`src/hdl/efc_pkg.sv`:
```
// ----------------------------------------------------------------------------
// Elevator floor controller package
// Shared constants, phase encoding, config register map and the one-floor
// travel step used by the trip sequencer.
// ----------------------------------------------------------------------------
package efc_pkg;

    localparam int NUM_FLOORS       = 3;
    localparam int DOOR_BLINK_TICKS = 6;

    localparam int FLOOR_W  = 2;
    localparam int LED_W    = 5;
    localparam int LIDX_W   = 3;
    localparam int CNT_W    = 5;
    localparam int DELAY_W  = 4;
    localparam int PERIOD_W = 5;
    localparam int BTN_W    = 3;
    localparam int ADDR_W   = 3;
    localparam int DATA_W   = 32;

    // Register index (word address) on the config port
    localparam logic REG_DOOR_DELAY   = 1'b0;
    localparam logic REG_MOVE_PERIODS = 1'b1;

    localparam logic [DELAY_W-1:0]  DOOR_DELAY_RST   = DELAY_W'(2);
    localparam logic [PERIOD_W-1:0] MOVE_PERIODS_RST = PERIOD_W'(2);
    localparam logic [LIDX_W-1:0]   LED_GROUND       = LIDX_W'(4);
    localparam logic [CNT_W-1:0]    BLINK_TICKS      = CNT_W'(DOOR_BLINK_TICKS);

    // Trip phase
    typedef enum logic [4:0] {
        PH_IDLE   = 5'b00001,
        PH_WAIT   = 5'b00010,
        PH_CLOSE  = 5'b00100,
        PH_TRAVEL = 5'b01000,
        PH_OPEN   = 5'b10000
    } phase_t;

    // Working copy of the trip state while one item is evaluated
    typedef struct packed {
        phase_t              ph;
        logic [FLOOR_W-1:0]  fn;
        logic [LIDX_W-1:0]   li;
        logic [CNT_W-1:0]    tc;
        logic                md;
        logic                go;
    } trip_t;

    // One pass of the travel phase: arrival check, midpoint LED step, floor move
    function automatic trip_t travel_pass(trip_t s, logic [FLOOR_W-1:0] tgt,
                                          logic [PERIOD_W-1:0] mp);
        trip_t             r;
        logic              up;
        logic [CNT_W-1:0]  half;
        r    = s;
        up   = (tgt > s.fn);
        half = CNT_W'(mp >> 1);
        if (s.go && (s.ph == PH_TRAVEL)) begin
            if (s.fn == tgt) begin
                r.ph = PH_OPEN;
                r.tc = '0;
            end else begin
                if (!s.md && (s.tc == half) && (s.tc < mp)) begin
                    r.li = up ? (s.li - LIDX_W'(1)) : (s.li + LIDX_W'(1));
                    r.md = 1'b1;
                end
                if (s.tc < mp) begin
                    r.go = 1'b0;
                end else begin
                    r.fn = up ? (s.fn + FLOOR_W'(1)) : (s.fn - FLOOR_W'(1));
                    r.li = up ? (r.li - LIDX_W'(1)) : (r.li + LIDX_W'(1));
                    r.tc = '0;
                    r.md = 1'b0;
                end
            end
        end
        return r;
    endfunction

endpackage

```
`src/hdl/elevator_floor_controller.sv`:
```
// ----------------------------------------------------------------------------
// Elevator floor controller
// Three-floor elevator trip sequencer with APB config and valid/ready channels.
// ----------------------------------------------------------------------------
// Each input transaction (timer tick flag plus active-low call buttons) yields
// exactly one result transaction with the position LEDs, door lamp, current
// floor and busy flag. The full state update for one transaction is a single
// combinational pass from the state registers into the result register, so a
// transaction is accepted every clock cycle and its result appears in the
// next cycle; throughput is limited only by the result channel's ready. While idle
// the buttons are edge-detected (lowest floor wins); a trip waits door_delay
// ticks, blinks the door for six ticks, travels move_periods ticks per floor
// and blinks the door again before returning idle. Program door_delay (offset
// 0x0) and move_periods (offset 0x4) only while the block is idle.
// ----------------------------------------------------------------------------
module elevator_floor_controller (
    input  logic                          aclk,
    input  logic                          aresetn,
    // config port
    input  logic                          psel,
    input  logic                          penable,
    input  logic                          pwrite,
    input  logic [efc_pkg::ADDR_W-1:0]    paddr,
    input  logic [efc_pkg::DATA_W-1:0]    pwdata,
    output logic [efc_pkg::DATA_W-1:0]    prdata,
    output logic                          pready,
    // input channel
    input  logic                          s_valid,
    output logic                          s_ready,
    input  logic                          s_tick,
    input  logic [efc_pkg::BTN_W-1:0]     s_buttons_n,
    // result channel
    output logic                          m_valid,
    input  logic                          m_ready,
    output logic [efc_pkg::LED_W-1:0]     m_position_leds_n,
    output logic                          m_door_lamp,
    output logic [efc_pkg::FLOOR_W-1:0]   m_current_floor,
    output logic                          m_busy_res
);
    import efc_pkg::*;

    // Config registers
    logic [DELAY_W-1:0]  door_delay_reg;
    logic [PERIOD_W-1:0] move_periods_reg;

    // Trip state
    phase_t              phase_reg, phase_next;
    logic [FLOOR_W-1:0]  floor_now_reg, floor_now_next;
    logic [FLOOR_W-1:0]  floor_target_reg, floor_target_next;
    logic [LIDX_W-1:0]   led_index_reg, led_index_next;
    logic [CNT_W-1:0]    tick_count_reg, tick_count_next;
    logic [BTN_W-1:0]    pressed_reg, pressed_next;
    logic                door_reg, door_next;
    logic                midpoint_reg, midpoint_next;

    // Result register
    logic                m_valid_reg;
    logic [LED_W-1:0]    leds_reg, leds_next;
    logic                lamp_reg;
    logic [FLOOR_W-1:0]  cur_floor_reg;
    logic                busy_reg;

    logic                s_fire;
    logic                cfg_wr;
    trip_t               t0, t1, t2, t3;

    assign s_ready = !m_valid_reg || m_ready;
    assign s_fire  = s_valid && s_ready;
    assign pready  = 1'b1;
    assign cfg_wr  = psel && penable && pwrite;

    // Config write and readback
    always_ff @(posedge aclk) begin
        if (!aresetn) begin
            door_delay_reg   <= DOOR_DELAY_RST;
            move_periods_reg <= MOVE_PERIODS_RST;
        end else if (cfg_wr) begin
            unique case (paddr[2])
                REG_DOOR_DELAY:   door_delay_reg   <= pwdata[DELAY_W-1:0];
                REG_MOVE_PERIODS: move_periods_reg <= pwdata[PERIOD_W-1:0];
                default: ;
            endcase
        end
    end

    always_comb begin
        unique case (paddr[2])
            REG_DOOR_DELAY:   prdata = DATA_W'(door_delay_reg);
            REG_MOVE_PERIODS: prdata = DATA_W'(move_periods_reg);
            default:          prdata = '0;
        endcase
    end

    // Next trip state for one transaction
    always_comb begin
        t0.ph = phase_reg;
        t0.fn = floor_now_reg;
        t0.li = led_index_reg;
        t0.tc = tick_count_reg;
        t0.md = midpoint_reg;
        t0.go = 1'b1;
        floor_target_next = floor_target_reg;
        pressed_next      = pressed_reg;
        door_next         = door_reg;

        unique case (phase_reg)
            PH_WAIT, PH_CLOSE, PH_TRAVEL, PH_OPEN: begin
                // tick advances the running phase; no tick leaves it as is
                if (s_tick) begin
                    t0.tc = t0.tc + CNT_W'(1);
                    if ((phase_reg == PH_CLOSE) || (phase_reg == PH_OPEN)) begin
                        door_next = !door_reg;
                    end
                end else begin
                    t0.go = 1'b0;
                end
            end
            default: begin
                // idle: realign LED, open door, edge-detect buttons
                t0.ph     = PH_IDLE;
                t0.li     = LED_GROUND - LIDX_W'({floor_now_reg, 1'b0});
                door_next = 1'b1;
                for (int i = NUM_FLOORS - 1; i >= 0; i--) begin
                    if (!s_buttons_n[i] && !pressed_reg[i]) begin
                        pressed_next[i]   = 1'b1;
                        floor_target_next = FLOOR_W'(i);
                    end else if (s_buttons_n[i] && pressed_reg[i]) begin
                        pressed_next[i] = 1'b0;
                    end
                end
                if (floor_target_next != floor_now_reg) begin
                    t0.ph = PH_WAIT;
                    t0.tc = '0;
                    t0.md = 1'b0;
                end else begin
                    t0.go = 1'b0;
                end
            end
        endcase

        // wait -> close
        if (t0.go && (t0.ph == PH_WAIT) && (t0.tc >= CNT_W'(door_delay_reg))) begin
            t0.ph = PH_CLOSE;
            t0.tc = '0;
        end
        // close -> travel
        if (t0.go && (t0.ph == PH_CLOSE) && (t0.tc >= BLINK_TICKS)) begin
            door_next = 1'b0;
            t0.ph     = PH_TRAVEL;
            t0.tc     = '0;
            t0.md     = 1'b0;
        end

        // up to two floor moves plus arrival in one transaction
        t1 = travel_pass(t0, floor_target_next, move_periods_reg);
        t2 = travel_pass(t1, floor_target_next, move_periods_reg);
        t3 = travel_pass(t2, floor_target_next, move_periods_reg);

        // open -> idle
        if (t3.go && (t3.ph == PH_OPEN) && (t3.tc >= BLINK_TICKS)) begin
            door_next = 1'b1;
            t3.ph     = PH_IDLE;
        end

        phase_next      = t3.ph;
        floor_now_next  = t3.fn;
        led_index_next  = t3.li;
        tick_count_next = t3.tc;
        midpoint_next   = t3.md;
    end

    // Active-low one-hot LED decode; indexes past the ground LED light nothing
    always_comb begin
        for (int j = 0; j < LED_W; j++) begin
            leds_next[j] = (led_index_next != LIDX_W'(j));
        end
    end

    // State registers
    always_ff @(posedge aclk) begin
        if (!aresetn) begin
            phase_reg        <= PH_IDLE;
            floor_now_reg    <= '0;
            floor_target_reg <= '0;
            led_index_reg    <= LED_GROUND;
            tick_count_reg   <= '0;
            pressed_reg      <= '0;
            door_reg         <= 1'b1;
            midpoint_reg     <= 1'b0;
        end else if (s_fire) begin
            phase_reg        <= phase_next;
            floor_now_reg    <= floor_now_next;
            floor_target_reg <= floor_target_next;
            led_index_reg    <= led_index_next;
            tick_count_reg   <= tick_count_next;
            pressed_reg      <= pressed_next;
            door_reg         <= door_next;
            midpoint_reg     <= midpoint_next;
        end
    end

    // Result register
    always_ff @(posedge aclk) begin
        if (!aresetn) begin
            m_valid_reg <= 1'b0;
        end else if (s_fire) begin
            m_valid_reg <= 1'b1;
        end else if (m_ready) begin
            m_valid_reg <= 1'b0;
        end
    end

    always_ff @(posedge aclk) begin
        if (s_fire) begin
            leds_reg      <= leds_next;
            lamp_reg      <= door_next;
            cur_floor_reg <= floor_now_next;
            busy_reg      <= (phase_next != PH_IDLE);
        end
    end

    assign m_valid           = m_valid_reg;
    assign m_position_leds_n = leds_reg;
    assign m_door_lamp       = lamp_reg;
    assign m_current_floor   = cur_floor_reg;
    assign m_busy_res        = busy_reg;

endmodule
```
`config.mk`:
```
export PLATFORM = sky130hd
export DESIGN_NAME = elevator_floor_controller
export DESIGN_NICKNAME = d
export VERILOG_FILES = /design/src/hdl/efc_pkg.sv /design/src/hdl/elevator_floor_controller.sv
export SDC_FILE = /design/constraint.sdc
export NUM_CORES = 1
export LEC_CHECK = 0
export BUFFER_PORTS_ARGS = -buffer_cell sky130_fd_sc_hd__buf_2
export CAP_MARGIN = 30
export CORE_MARGIN = 2
export CORE_UTILIZATION = 45
export DETAILED_ROUTE_END_ITERATION = 10
export GPL_TIMING_DRIVEN = 0
export PLACE_DENSITY_LB_ADDON = 0.2
export SYNTH_ARGS = -nofsm -noshare
export SYNTH_HDL_FRONTEND = slang
export SYNTH_SLANG_ARGS = --single-unit
```
`constraint.sdc`:
```
create_clock -name aclk -period 19.7 [get_ports aclk]
set_clock_uncertainty 0.15 [all_clocks]
set_input_delay 3.94 -clock aclk [delete_from_list [all_inputs] [get_ports aclk]]
set_output_delay 3.94 -clock aclk [all_outputs]
set_load 0.005 [all_outputs]
```
==> run_results.csv <==
group,metric,value,unit
synth,most_numerous_cell_types_in_the_synthesized_netlist,"nand2_1, dfxtp_1, nor2_1",
job,max_cap_viols,0,
worst_setup_path,worst_setup_path_start_kind,"input port",
worst_setup_path,cpMostUsedCell,"fa_1",
clock_tree,cts-root-to-sink-buffers,2,
routing,drt-wirelength-per-cell,15.69,µm
clock_tree,cts_resized,0,
finish,count_of_nets_after_finishing,650,
routing,initialDrtViolationCount,209,
clock_tree,hold_buffers,0,
global_routing,initial_antenna_violation_count,0,
die,floorplan.io_pins,90,
die,start_util,46.51,%
synth,synthMostInstantiatedCell,"nand2_1",
finish,non_filler_cells_final,704,
synth,netlist_area,0.004298,mm²
timing,timing.final.hold_violations,0,
global_routing,number_of_global_route_vias_before_repair,3654,
synth,yosys.area.top_type,"dfxtp_1",
routing,wl,11040,µm
outcome,status,"complete, no violations",
die,num_rows,35,
clock_tree,path_clk_slew,0.09,ns
global_routing,grt_use_total,22.45,%
worst_setup_path,end_kind,"flop",
synth,number_of_library_cell_types_mapped_by_synthesis,85,
synth,netlist.area_leader.share,14.91,%
finish,fraction_of_final_layout_cells_with_drive_strength_greater_than_1,20.35,%
die,core-area,0.009240,mm²
synth,ys_dominant_reg_cell,"dfxtp_1",
worst_setup_path,crit_path_max_fanout,9,
finish,antenna-diode-count,0,
power,p_per_area,47.77,mW/mm²
timing,worst_pin_slew,1.038,ns
die,fp.dieH,101.7,µm
power,vdd.ir_drop.worst,31.53,µV
routing,met3WireLength,546,µm
synth,synth_edf_count,9,
clock_tree,clock_insertion_delay_worst_skew,0.30,ns
die,floorplan.die_area,0.01035,mm²
synth,synth-warning-count,0,
routing,route.vias.total,3893,
timing,grt_setup_unrepaired,"false",
synth,fraction_of_registers_with_async_set_reset,0,%
routing,drc_errors,0,
clock_tree,cts_bufs_inserted,5,
synth,syn_area_per_cell,8.427,µm²
timing,finalMaxSlewViolations,0,
placement,globalplace.congestion,0.9262,
die,die_width,101.7,µm
power,p_leak,2.027,nW
worst_setup_path,critPathSlowestCell,"nor4_1",
clock_tree,cts.htree.levels,2,
synth,post_synth_inst_count,510,
worst_hold_path,hold_path_class,"flop to flop",
global_routing,grt_first_pass_wirelength,18350,µm
routing,antenna_violating_nets_post_route,0,
clock_tree,clkSinkCount,41,
worst_setup_path,worst_ep_arrival_time,14.46,ns
global_routing,grt_max_degree,19,
clock_tree,cts.root.buffer_cell,"clkbuf_8",
finish,areaGrowthSynthToFinish,12.75,%
timing,timing_limited_maximum_frequency,68.72,MHz
worst_setup_path,critical-path-max-stage-delay,0.63,ns
placement,detailed_place_hpwl,8668,µm
clock_tree,cts_tree,"built",
routing,detailed_routing_iteration_count_for_the_pre_antenna_repair_pass,7,
timing,totalNegativeSetupSlack,0,ns
synth,ys_seq_elements,41,
worst_setup_path,critical_path_class,"input port to flop",
timing,report.final.setup_viol,0,
worst_setup_path,data_required_time_at_the_worst_endpoint,19.61,ns
routing,dr_wl_met2,5221,µm
timing,period_share,73.87,%
routing,route.detailed.vias_per_inst,5.530,
timing,maxSlewHeadroom,30.83,%
routing,met1_length,5139,µm
routing,top_layer_used,"met4",
synth,share_of_the_yosys_chip_area_belonging_to_registers,21.19,%
synth,post_synth_main_area_contributors,"dfxtp_1, ha_1, edfxtp_1",
global_routing,globalRouteOverflowTotal,0,
placement,buffer_ports.inserted,31,
clock_tree,cts.repair_timing.setup_buffer_count,0,
placement,place.detailed.instances,696,
timing,fin_crit,14.55,ns
-- cells in the final DEF (no fill, tap or decap), types with 13 or more instances in the layout --
cell type,instances
o21ai_1,13
a21oi_1,18
nor2b_1,16
dfxtp_1,32
nand3_1,14
nand2_1,45
o21ai_0,20
ha_1,24
xnor2_1,16
inv_1,26
nor2_1,31
buf_4,29
buf_2,33
conb_1,28
-- final cells by class --
type | count | area (µm²)
flip-flops and latches | 41 | 910.9
repair buffers | 31 | 155.1
multi-input cells | 420 | 3062
plain buffers | 48 | 321.6
well taps | 129 | 161.4
inverters | 27 | 101.3
clock buffers | 5 | 68.82
clock inverters | 3 | 65.06
fillers | 912 | 4394
-- routing by layer --
metal  track usage, %  vias up
met4            4.574        0
met2            38.21      117
met3            2.484       12
li1                 -     1905
met1            30.79     1859
met5                0        -
-- worst paths after layout --
| check | startpoint | endpoint | slack, ns | cells past startpoint |
|---|---|---|---|---|
| worst min-delay path | led_index_reg[1]$_SDFFE_PN0P_ | led_index_reg[1]$_SDFFE_PN0P_ | 0.33 | 2 |
| worst max-delay path | s_buttons_n[2] | m_position_leds_n[4]$_DFFE_PP_ | 5.15 | 38 |
| worst max register to register | pressed_reg[2]$_SDFFE_PN0P_ | m_position_leds_n[4]$_DFFE_PP_ | 8.53 | 37 |
| worst min register to register | led_index_reg[1]$_SDFFE_PN0P_ | led_index_reg[1]$_SDFFE_PN0P_ | 0.33 | 2 |
-- power by group --
part | switching, W | total, W | internal [W]
Combinational | 0.0000334 | 0.0000565 | 0.0000230
Clock | 0.0000340 | 0.0000844 | 0.0000504
Sequential | 0.00000190 | 0.0000906 | 0.0000887
-- cell families (layout without fill, tap and decap cells) --
group                    count (synthesis)  after routing  synth area share [%]
AO/OA/AOI/OAI                          132            132                 23.12
XOR/XNOR                                31             31                 7.161
adder cells (fa/ha/maj)                 30             30                 9.782
buffers and inverters                   75            114                 9.840
flip-flops                              41             41                 21.19
multiplexers                            17             17                 4.192
other                                    2             28                0.1747
AND/OR/NAND/NOR                        182            182                 24.54
-- critical path, delay by kind of cell --
kind	cells	cell delay, ns
muxes	3	1.02
buffers and inverters	5	0.54
AOI/OAI and AO/OA	12	3.04
xor gates and xnor gates	2	0.35
adders and majority gates	8	3.24
and+or+nand+nor	8	2.34
-- per-stage QoR --
stage | hold slack, ns | utilization, % | setup slack (ns) | power (W) | area [µm²]
finish | 0.3270 | 52.44 | 5.148 | 0.0002315 | 4846
floorplan | 0.2873 | - | 6.216 | 0.0001345 | 4395
detailed placement | 0.3135 | 51.00 | 4.857 | 0.0001481 | 4712
CTS | 0.3290 | 52.44 | 5.189 | 0.0002314 | 4846
global placement | 0.3116 | 51.00 | 5.037 | 0.0001465 | 4712
global route | 0.3624 | 52.44 | 4.533 | 0.0002421 | 4846
Note: power is estimated with default switching activity, not from simulation.
